<file path="config.mk">
export PLATFORM = sky130hd
export DESIGN_NAME = pitch_run_segmenter
export DESIGN_NICKNAME = d
export VERILOG_FILES = /design/src/prs_pkg.sv /design/src/pitch_run_segmenter.sv /design/src/prs_divider.sv /design/src/prs_out_stage.sv
export VERILOG_INCLUDE_DIRS = /design/src /design/src/src
export SDC_FILE = /design/constraint.sdc
export NUM_CORES = 1
export LEC_CHECK = 0
export ABC_AREA = 0
export BUFFER_PORTS_ARGS = -buffer_cell sky130_fd_sc_hd__buf_2
export CORE_ASPECT_RATIO = 1.1
export CORE_UTILIZATION = 55
export CTS_CLUSTER_DIAMETER = 200
export DETAILED_ROUTE_END_ITERATION = 16
export PLACE_DENSITY = 0.81
export SLEW_MARGIN = 20
export SYNTH_ARGS = -nofsm -noshare
export SYNTH_HDL_FRONTEND = slang
export SYNTH_SLANG_ARGS = --single-unit
</file>
<file path="constraint.sdc">
create_clock -name aclk -period 10.2 [get_ports aclk]
set_input_delay 1.02 -clock aclk [delete_from_list [all_inputs] [get_ports aclk]]
set_output_delay 1.02 -clock aclk [all_outputs]
set_load 0.03 [all_outputs]
</file>
<file path="src/pitch_run_segmenter_macros.svh">
// assertion macros for the pitch run segmenter
`ifndef PITCH_RUN_SEGMENTER_MACROS_SVH
`define PITCH_RUN_SEGMENTER_MACROS_SVH

// same-cycle implication, disabled during reset
`define PRS_ASSERT_IMP(lbl, clk, rstn, ante, cons) \
    lbl: assert property (@(posedge clk) disable iff (!(rstn)) (ante) |-> (cons)) \
        else $error("prs assertion failed");

// next-cycle implication, disabled during reset
`define PRS_ASSERT_NXT(lbl, clk, rstn, ante, cons) \
    lbl: assert property (@(posedge clk) disable iff (!(rstn)) (ante) |=> (cons)) \
        else $error("prs assertion failed");

`endif

</file>
<file path="src/prs_pkg.sv">
// shared types, constants and the median function of the pitch run segmenter
package prs_pkg;

    localparam int HZ_W        = 20;
    localparam int TOL_W       = 16;
    localparam int CNT_W       = 17;
    localparam int FRAME_W     = 16;
    localparam int TOTAL_W     = 36;
    localparam int IN_TDATA_W  = 24;
    localparam int OUT_TDATA_W = 72;
    localparam int STEP_W      = $clog2(HZ_W + 1);

    localparam logic [TOL_W-1:0]   TOL_RESET  = 16'd517;
    localparam logic [FRAME_W-1:0] FRAME_LAST = {FRAME_W{1'b1}};

    typedef enum logic [5:0] {
        ST_IDLE   = 6'b000001,
        ST_FEED_S = 6'b000010,
        ST_FEED_X = 6'b000100,
        ST_FINAL  = 6'b001000,
        ST_DIV    = 6'b010000,
        ST_PUSH   = 6'b100000
    } prs_state_t;

    typedef struct packed {
        logic [CNT_W-1:0]   run_length;
        logic [FRAME_W-1:0] start_frame;
        logic [FRAME_W-1:0] end_frame;
        logic               final_run;
        logic               last_result;
    } prs_job_t;

    function automatic logic [HZ_W-1:0] median3(input logic [HZ_W-1:0] a,
                                                input logic [HZ_W-1:0] b,
                                                input logic [HZ_W-1:0] c);
        logic [HZ_W-1:0] m;
        if ((b >= a && b <= c) || (b <= a && b >= c)) begin
            m = b;
        end else if ((c >= a && c <= b) || (c <= a && c >= b)) begin
            m = c;
        end else begin
            m = a;
        end
        return m;
    endfunction

endpackage

</file>
<file path="src/pitch_run_segmenter.sv">
// top level of the pitch run segmenter: median smoothing, run control and result sequencing
// a frame that closes no run is taken in ST_IDLE and, past the first frame, smoothed in ST_FEED_S
// each emitted run passes ST_DIV, waiting on the bit-serial divider, and ST_PUSH, which loads the output
// a last frame also passes ST_FEED_X (past the first frame) and ST_FINAL; ST_PUSH waits on m_tready
// reset: aresetn synchronous active low, tolerance back to 517, stream state cleared
// the result register is emptied on reset, and a new frame is taken while a result waits
module pitch_run_segmenter import prs_pkg::*; (
    input  logic                   aclk,
    input  logic                   aresetn,
    input  logic                   cfg_we,
    input  logic [TOL_W-1:0]       cfg_wdata,
    input  logic                   s_tvalid,
    output logic                   s_tready,
    input  logic [IN_TDATA_W-1:0]  s_tdata,   // peak_hz [19:0], zero [23:20]
    input  logic                   s_tlast,   // last_frame
    output logic                   m_tvalid,
    input  logic                   m_tready,
    output logic [OUT_TDATA_W-1:0] m_tdata,   // run_length, mean_hz, start_frame, end_frame, zero
    output logic                   m_tlast,   // final_run
    output logic                   m_tuser    // last_result
);

`include "pitch_run_segmenter_macros.svh"

    prs_state_t         state_reg, state_next;
    prs_state_t         ret_reg, ret_next;
    logic [TOL_W-1:0]   tol_reg, tol_next;
    logic [HZ_W-1:0]    x_reg, x_next;
    logic               last_reg, last_next;
    logic [HZ_W-1:0]    prev_reg, prev_next;
    logic [HZ_W-1:0]    pend_reg, pend_next;
    logic               have_reg, have_next;
    logic [FRAME_W-1:0] fidx_reg, fidx_next;
    logic [HZ_W-1:0]    ref_reg, ref_next;
    logic [TOTAL_W-1:0] total_reg, total_next;
    logic [CNT_W-1:0]   count_reg, count_next;
    logic [FRAME_W-1:0] first_reg, first_next;
    prs_job_t           job_reg, job_next;

    logic               div_start;
    logic               div_busy;
    logic [HZ_W-1:0]    div_quo;
    logic               out_load;

    logic [HZ_W-1:0]    s_val;
    logic [HZ_W-1:0]    fv;
    logic               in_band;
    logic               term;
    logic [HZ_W-1:0]    in_hz;

    assign in_hz    = s_tdata[HZ_W-1:0];
    assign s_tready = (state_reg == ST_IDLE);
    assign s_val    = (fidx_reg == FRAME_W'(1)) ? pend_reg : median3(prev_reg, pend_reg, x_reg);
    assign fv       = (state_reg == ST_FEED_X) ? x_reg : s_val;
    assign in_band  = ({1'b0, fv} < ({1'b0, ref_reg} + (HZ_W+1)'(tol_reg))) &&
                      (({1'b0, fv} + (HZ_W+1)'(tol_reg)) > {1'b0, ref_reg});
    assign term     = last_reg || (fidx_reg == FRAME_LAST);

    always_comb begin
        state_next = state_reg;
        ret_next   = ret_reg;
        tol_next   = cfg_we ? cfg_wdata : tol_reg;
        x_next     = x_reg;
        last_next  = last_reg;
        prev_next  = prev_reg;
        pend_next  = pend_reg;
        have_next  = have_reg;
        fidx_next  = fidx_reg;
        ref_next   = ref_reg;
        total_next = total_reg;
        count_next = count_reg;
        first_next = first_reg;
        job_next   = job_reg;
        div_start  = 1'b0;
        out_load   = 1'b0;
        case (state_reg)
            ST_IDLE: begin
                if (s_tvalid) begin
                    x_next    = in_hz;
                    last_next = s_tlast;
                    if (!have_reg) begin
                        if (s_tlast) begin
                            ref_next   = in_hz;
                            total_next = TOTAL_W'(in_hz);
                            count_next = CNT_W'(1);
                            first_next = '0;
                            state_next = ST_FINAL;
                        end else begin
                            pend_next = in_hz;
                            have_next = 1'b1;
                            fidx_next = FRAME_W'(1);
                        end
                    end else begin
                        state_next = ST_FEED_S;
                    end
                end
            end
            ST_FEED_S: begin
                if (!term) begin
                    prev_next = s_val;
                    pend_next = x_reg;
                    fidx_next = fidx_reg + 1'b1;
                end
                if (fidx_reg == FRAME_W'(1)) begin
                    ref_next   = s_val;
                    total_next = TOTAL_W'(s_val);
                    count_next = CNT_W'(1);
                    first_next = '0;
                    state_next = term ? ST_FEED_X : ST_IDLE;
                end else if (in_band) begin
                    count_next = count_reg + 1'b1;
                    total_next = total_reg + TOTAL_W'(s_val);
                    state_next = term ? ST_FEED_X : ST_IDLE;
                end else begin
                    job_next.run_length  = count_reg;
                    job_next.start_frame = first_reg;
                    job_next.end_frame   = fidx_reg - FRAME_W'(2);
                    job_next.final_run   = 1'b0;
                    job_next.last_result = ~term;
                    div_start  = 1'b1;
                    ref_next   = s_val;
                    total_next = TOTAL_W'(s_val);
                    count_next = CNT_W'(1);
                    first_next = fidx_reg - 1'b1;
                    ret_next   = term ? ST_FEED_X : ST_IDLE;
                    state_next = ST_DIV;
                end
            end
            ST_FEED_X: begin
                if (in_band) begin
                    count_next = count_reg + 1'b1;
                    total_next = total_reg + TOTAL_W'(x_reg);
                    state_next = ST_FINAL;
                end else begin
                    job_next.run_length  = count_reg;
                    job_next.start_frame = first_reg;
                    job_next.end_frame   = fidx_reg - 1'b1;
                    job_next.final_run   = 1'b0;
                    job_next.last_result = 1'b0;
                    div_start  = 1'b1;
                    ref_next   = x_reg;
                    total_next = TOTAL_W'(x_reg);
                    count_next = CNT_W'(1);
                    first_next = fidx_reg;
                    ret_next   = ST_FINAL;
                    state_next = ST_DIV;
                end
            end
            ST_FINAL: begin
                job_next.run_length  = count_reg;
                job_next.start_frame = first_reg;
                job_next.end_frame   = fidx_reg;
                job_next.final_run   = 1'b1;
                job_next.last_result = 1'b1;
                div_start  = 1'b1;
                prev_next  = '0;
                pend_next  = '0;
                have_next  = 1'b0;
                fidx_next  = '0;
                ref_next   = '0;
                total_next = '0;
                count_next = '0;
                first_next = '0;
                ret_next   = ST_IDLE;
                state_next = ST_DIV;
            end
            ST_DIV: begin
                if (!div_busy) begin
                    state_next = ST_PUSH;
                end
            end
            ST_PUSH: begin
                if (!m_tvalid || m_tready) begin
                    out_load   = 1'b1;
                    state_next = ret_reg;
                end
            end
            default: begin
                state_next = ST_IDLE;
            end
        endcase
    end

    always_ff @(posedge aclk) begin
        if (!aresetn) begin
            state_reg <= ST_IDLE;
            ret_reg   <= ST_IDLE;
            tol_reg   <= TOL_RESET;
            prev_reg  <= '0;
            pend_reg  <= '0;
            have_reg  <= 1'b0;
            fidx_reg  <= '0;
            ref_reg   <= '0;
            total_reg <= '0;
            count_reg <= '0;
            first_reg <= '0;
        end else begin
            state_reg <= state_next;
            ret_reg   <= ret_next;
            tol_reg   <= tol_next;
            prev_reg  <= prev_next;
            pend_reg  <= pend_next;
            have_reg  <= have_next;
            fidx_reg  <= fidx_next;
            ref_reg   <= ref_next;
            total_reg <= total_next;
            count_reg <= count_next;
            first_reg <= first_next;
        end
        x_reg    <= x_next;
        last_reg <= last_next;
        job_reg  <= job_next;
    end

    prs_divider u_divider (
        .aclk     (aclk),
        .aresetn  (aresetn),
        .start    (div_start),
        .dividend (total_reg),
        .divisor  (count_reg),
        .busy     (div_busy),
        .quotient (div_quo)
    );

    prs_out_stage u_out_stage (
        .aclk     (aclk),
        .aresetn  (aresetn),
        .load     (out_load),
        .job      (job_reg),
        .mean_hz  (div_quo),
        .m_tvalid (m_tvalid),
        .m_tready (m_tready),
        .m_tdata  (m_tdata),
        .m_tlast  (m_tlast),
        .m_tuser  (m_tuser)
    );

    // open stream past its first frame always holds a run
    `PRS_ASSERT_IMP(a_run_nonempty, aclk, aresetn, have_reg && (fidx_reg >= FRAME_W'(2)), count_reg != '0)
    // mean is only taken once the divider has finished
    `PRS_ASSERT_IMP(a_load_div_done, aclk, aresetn, out_load, !div_busy)
    // the final run of a stream ends the work on that frame
    `PRS_ASSERT_NXT(a_final_to_idle, aclk, aresetn, out_load && job_reg.final_run, state_reg == ST_IDLE)

endmodule

</file>
<file path="src/prs_divider.sv">
// bit-serial restoring divider for the run mean, one quotient bit per cycle
module prs_divider import prs_pkg::*; (
    input  logic                aclk,
    input  logic                aresetn,
    input  logic                start,
    input  logic [TOTAL_W-1:0]  dividend,
    input  logic [CNT_W-1:0]    divisor,
    output logic                busy,
    output logic [HZ_W-1:0]     quotient
);

    logic [CNT_W-1:0]  rem_reg, rem_next;
    logic [HZ_W-1:0]   quo_reg, quo_next;
    logic [CNT_W-1:0]  div_reg, div_next;
    logic [STEP_W-1:0] step_reg, step_next;
    logic              busy_reg, busy_next;
    logic [CNT_W:0]    shifted;
    logic [CNT_W:0]    trial;

    assign shifted = {rem_reg, quo_reg[HZ_W-1]};
    assign trial   = shifted - {1'b0, div_reg};

    always_comb begin
        rem_next  = rem_reg;
        quo_next  = quo_reg;
        div_next  = div_reg;
        step_next = step_reg;
        busy_next = busy_reg;
        if (start) begin
            rem_next  = {{(CNT_W-(TOTAL_W-HZ_W)){1'b0}}, dividend[TOTAL_W-1:HZ_W]};
            quo_next  = dividend[HZ_W-1:0];
            div_next  = divisor;
            step_next = STEP_W'(HZ_W);
            busy_next = 1'b1;
        end else if (busy_reg) begin
            if (!trial[CNT_W]) begin
                rem_next = trial[CNT_W-1:0];
            end else begin
                rem_next = shifted[CNT_W-1:0];
            end
            quo_next  = {quo_reg[HZ_W-2:0], ~trial[CNT_W]};
            step_next = step_reg - 1'b1;
            if (step_reg == STEP_W'(1)) begin
                busy_next = 1'b0;
            end
        end
    end

    always_ff @(posedge aclk) begin
        if (!aresetn) begin
            busy_reg <= 1'b0;
            step_reg <= '0;
        end else begin
            busy_reg <= busy_next;
            step_reg <= step_next;
        end
        rem_reg <= rem_next;
        quo_reg <= quo_next;
        div_reg <= div_next;
    end

    assign busy     = busy_reg;
    assign quotient = quo_reg;

endmodule

</file>
<file path="src/prs_out_stage.sv">
// output register of the result stream
module prs_out_stage import prs_pkg::*; (
    input  logic                   aclk,
    input  logic                   aresetn,
    input  logic                   load,
    input  prs_job_t               job,
    input  logic [HZ_W-1:0]        mean_hz,
    output logic                   m_tvalid,
    input  logic                   m_tready,
    output logic [OUT_TDATA_W-1:0] m_tdata,
    output logic                   m_tlast,
    output logic                   m_tuser
);

    logic                   valid_reg, valid_next;
    logic [OUT_TDATA_W-1:0] data_reg;
    logic                   last_reg;
    logic                   user_reg;

    always_comb begin
        valid_next = valid_reg;
        if (load) begin
            valid_next = 1'b1;
        end else if (m_tready) begin
            valid_next = 1'b0;
        end
    end

    always_ff @(posedge aclk) begin
        if (!aresetn) begin
            valid_reg <= 1'b0;
        end else begin
            valid_reg <= valid_next;
        end
        if (load) begin
            data_reg <= {3'b000, job.end_frame, job.start_frame, mean_hz, job.run_length};
            last_reg <= job.final_run;
            user_reg <= job.last_result;
        end
    end

    assign m_tvalid = valid_reg;
    assign m_tdata  = data_reg;
    assign m_tlast  = last_reg;
    assign m_tuser  = user_reg;

endmodule
</file>
==> impl_results.md <==
- FF-to-FF End: first_reg[8]
- Total Wirelength: 64000 um
- Total track usage: 0.300
- CP max stage delay: 580 ps
- Hold path cells: 0
- CTS Buffer Depth: 3
- Setup tns final: 0 ps
- Commonest non-fill, non-tap cells in the layout: nand2_1, nor2_1, ha_1
- Fin cells: 3166
- Top post-synthesis cells by area: edfxtp_1, dfxtp_1, ha_1
- Max reg flops: 69
- Max-Slew Margin vs Limit: 0.257
- Chip width: 197 um
- # clock sinks: 375
- Highest clock rate: 108 MHz
- Asr flop ratio synth: 0
- Cell Area, Synth: 22900 um2
- Worst hold path type: register to register
- Placed instance count: 3092
- Die area: 42500 um2
- Distinct cells, synth: 97
- Max-cap violations: 0
- Worst r2r src: x_reg[5]
- Worst Skew: 23.9 ps
- Vias: 19810
- Global route overflow: 0
- Post-synth top flop: edfxtp_1
- Period utilization: 0.907
- Syn. warnings: 0
- Area leader, netlist: edfxtp_1
- Initial DRC count: 1765
- Worst R2R Setup Slack: 950 ps
- # DRC: 0
- Crit path arrival time: 9700 ps
- Filler cell count: 3441
- Kind of critical path: register to register
- H-tree depth: 2
- Commonest non-fill, non-tap cell in the layout: nand2_1
- Vias in the first global route: 19234
- # IOs: 122
- Detail Placement HPWL: 45800 um
- Global-route wire length before repair: 100000 um
- Initial antenna violation count: 0
- Avg Inst Size Synth: 9.23 um2
- Worst path top cell family by delay: compound AO/OA/AOI/OAI gates
- Mapped Cells: 2483
- Register area share after synthesis: 0.413
- DR vias/cell: 6.26
- Die height: 216 um
- RD Place Congestion: 1.01
- Result of the run: finished clean
- Largest net degree at the start of global routing: 75
- WL/cell: 20.2 um
- Final Max Tran Viols: 0
- CP Data Required Time: 10650 ps
- Cell depth of the worst flop-to-flop path: 39
- Top cell type's share of synthesized area: 0.257
- Post-DRT Antenna Nets: 0
- Initial Util: 0.557
- EDFF count, synth: 196
- CTS clk-pin slew, worst paths: 60 ps
- CTS tree: yes
- Fin crit period: 9250 ps
- # Post-CTS Setup Buffers: 0
- Final Core Density: 0.619
- Buffers added on ports: 114
- Root Buffer: clkbuf_16
- Register area: 9470 um2
- Total CTS buffers: 40
- Hold buffers post-CTS: 0
- Area of the multi-input gates: 12500 um2
- Number of synthesized register bits: 375
- Worst Tran Pin Value: 1110 ps
- Rows: 78
- DRT Pass-1 Iters: 6
- Resized cells post-CTS: 0
- Crit-path slowest cell: edfxtp_1
- Final setup vio count: 0
- Worst Setup End Kind: register
- CP bufs+invs: 6
- CP Launch Type: register
- Hold Fails Final Rpt: 0
- Setup repair after global routing missed its margin: no
- Hold EP: u_out_stage.m_tdata[39]
- Core area: 41200 um2
- Worst hold path startpoint: job_reg[20]
- Layout area overhead: 11.3%
- Clock Latency Late Sink: 580 ps
- Share of cells above drive strength 1: 0.108
- Nets: 2824
- Critical path fanouts, max: 20
-- synthesized netlist by cell type (17+ instances only) --
master	instances
buf_2	17
nand4_1	36
nand2b_1	27
a21oi_1	169
clkbuf_1	84
nand2_1	284
dfxtp_1	179
nor2b_1	22
nand3_1	72
and3_1	25
o21ai_1	32
inv_1	123
mux2i_1	56
a21o_1	46
a31oi_1	36
a211oi_1	41
ha_1	199
o21ai_0	145
nor2_1	206
nor3_1	40
xor2_1	38
xnor2_1	84
edfxtp_1	196
a22oi_1	30
o21a_1	20
-- cell type report --
cell class                      instances  area share
Multi-Input combinational cell       1860       0.489
Sequential cell                       375       0.371
Clock buffer                           51      0.0425
Timing Repair Buffer                  170      0.0413
Tap cell                              560      0.0275
Inverter                              127      0.0187
Clock inverter                         22     0.00917
Antenna cell                            1   0.0000981
-- worst max path at each step --
stage                          from  slack [ps]                     to  depth (start not counted)
after global routing       x_reg[9]         420           first_reg[8]                         40
after detailed placement   x_reg[5]        1060           first_reg[8]                         37
after CTS                  x_reg[5]        1010           first_reg[8]                         37
after global placement    x_reg[15]        1210           total_reg[8]                         38
after floorplan           x_reg[18]        1540  u_divider.quotient[0]                         37
final                      x_reg[5]         950           first_reg[8]                         39
-- stage by stage --
stage / worst slack [ps] / hold WS (ps) / cell area, um2
floorplan: 1540 / 400 / 22900
global placement: 1210 / 403 / 24200
detailed placement: 1060 / 405 / 24200
CTS: 1010 / 418 / 25500
global route: 425 / 423 / 25500
finish: 952 / 418 / 25500
-- routing by layer --
metal | track usage | vias to the layer above | share of wire
met4 | 0.205 | 0 | 0.073
met1 | 0.338 | 9329 | 0.37
met2 | 0.516 | 941 | 0.48
met3 | 0.0556 | 283 | 0.076
li1 | - | 9257 | -
met5 | 0 | - | 0
-- kinds of logic (layout without fill, tap and decap cells) --
family,Yosys count,after routing,share of synthesized area
compound gates,655,655,0.182
xor+xnor,123,123,0.0473
fa+ha+maj,204,204,0.113
buf+inv,250,370,0.0450
flops,375,375,0.413
mux,82,82,0.0372
other cells,1,4,0.000164
simple gates,793,793,0.162
Power is left out: the tool's default activity adds up to more than one toggle a clock period on the data nets, which glitch-free logic cannot reach.
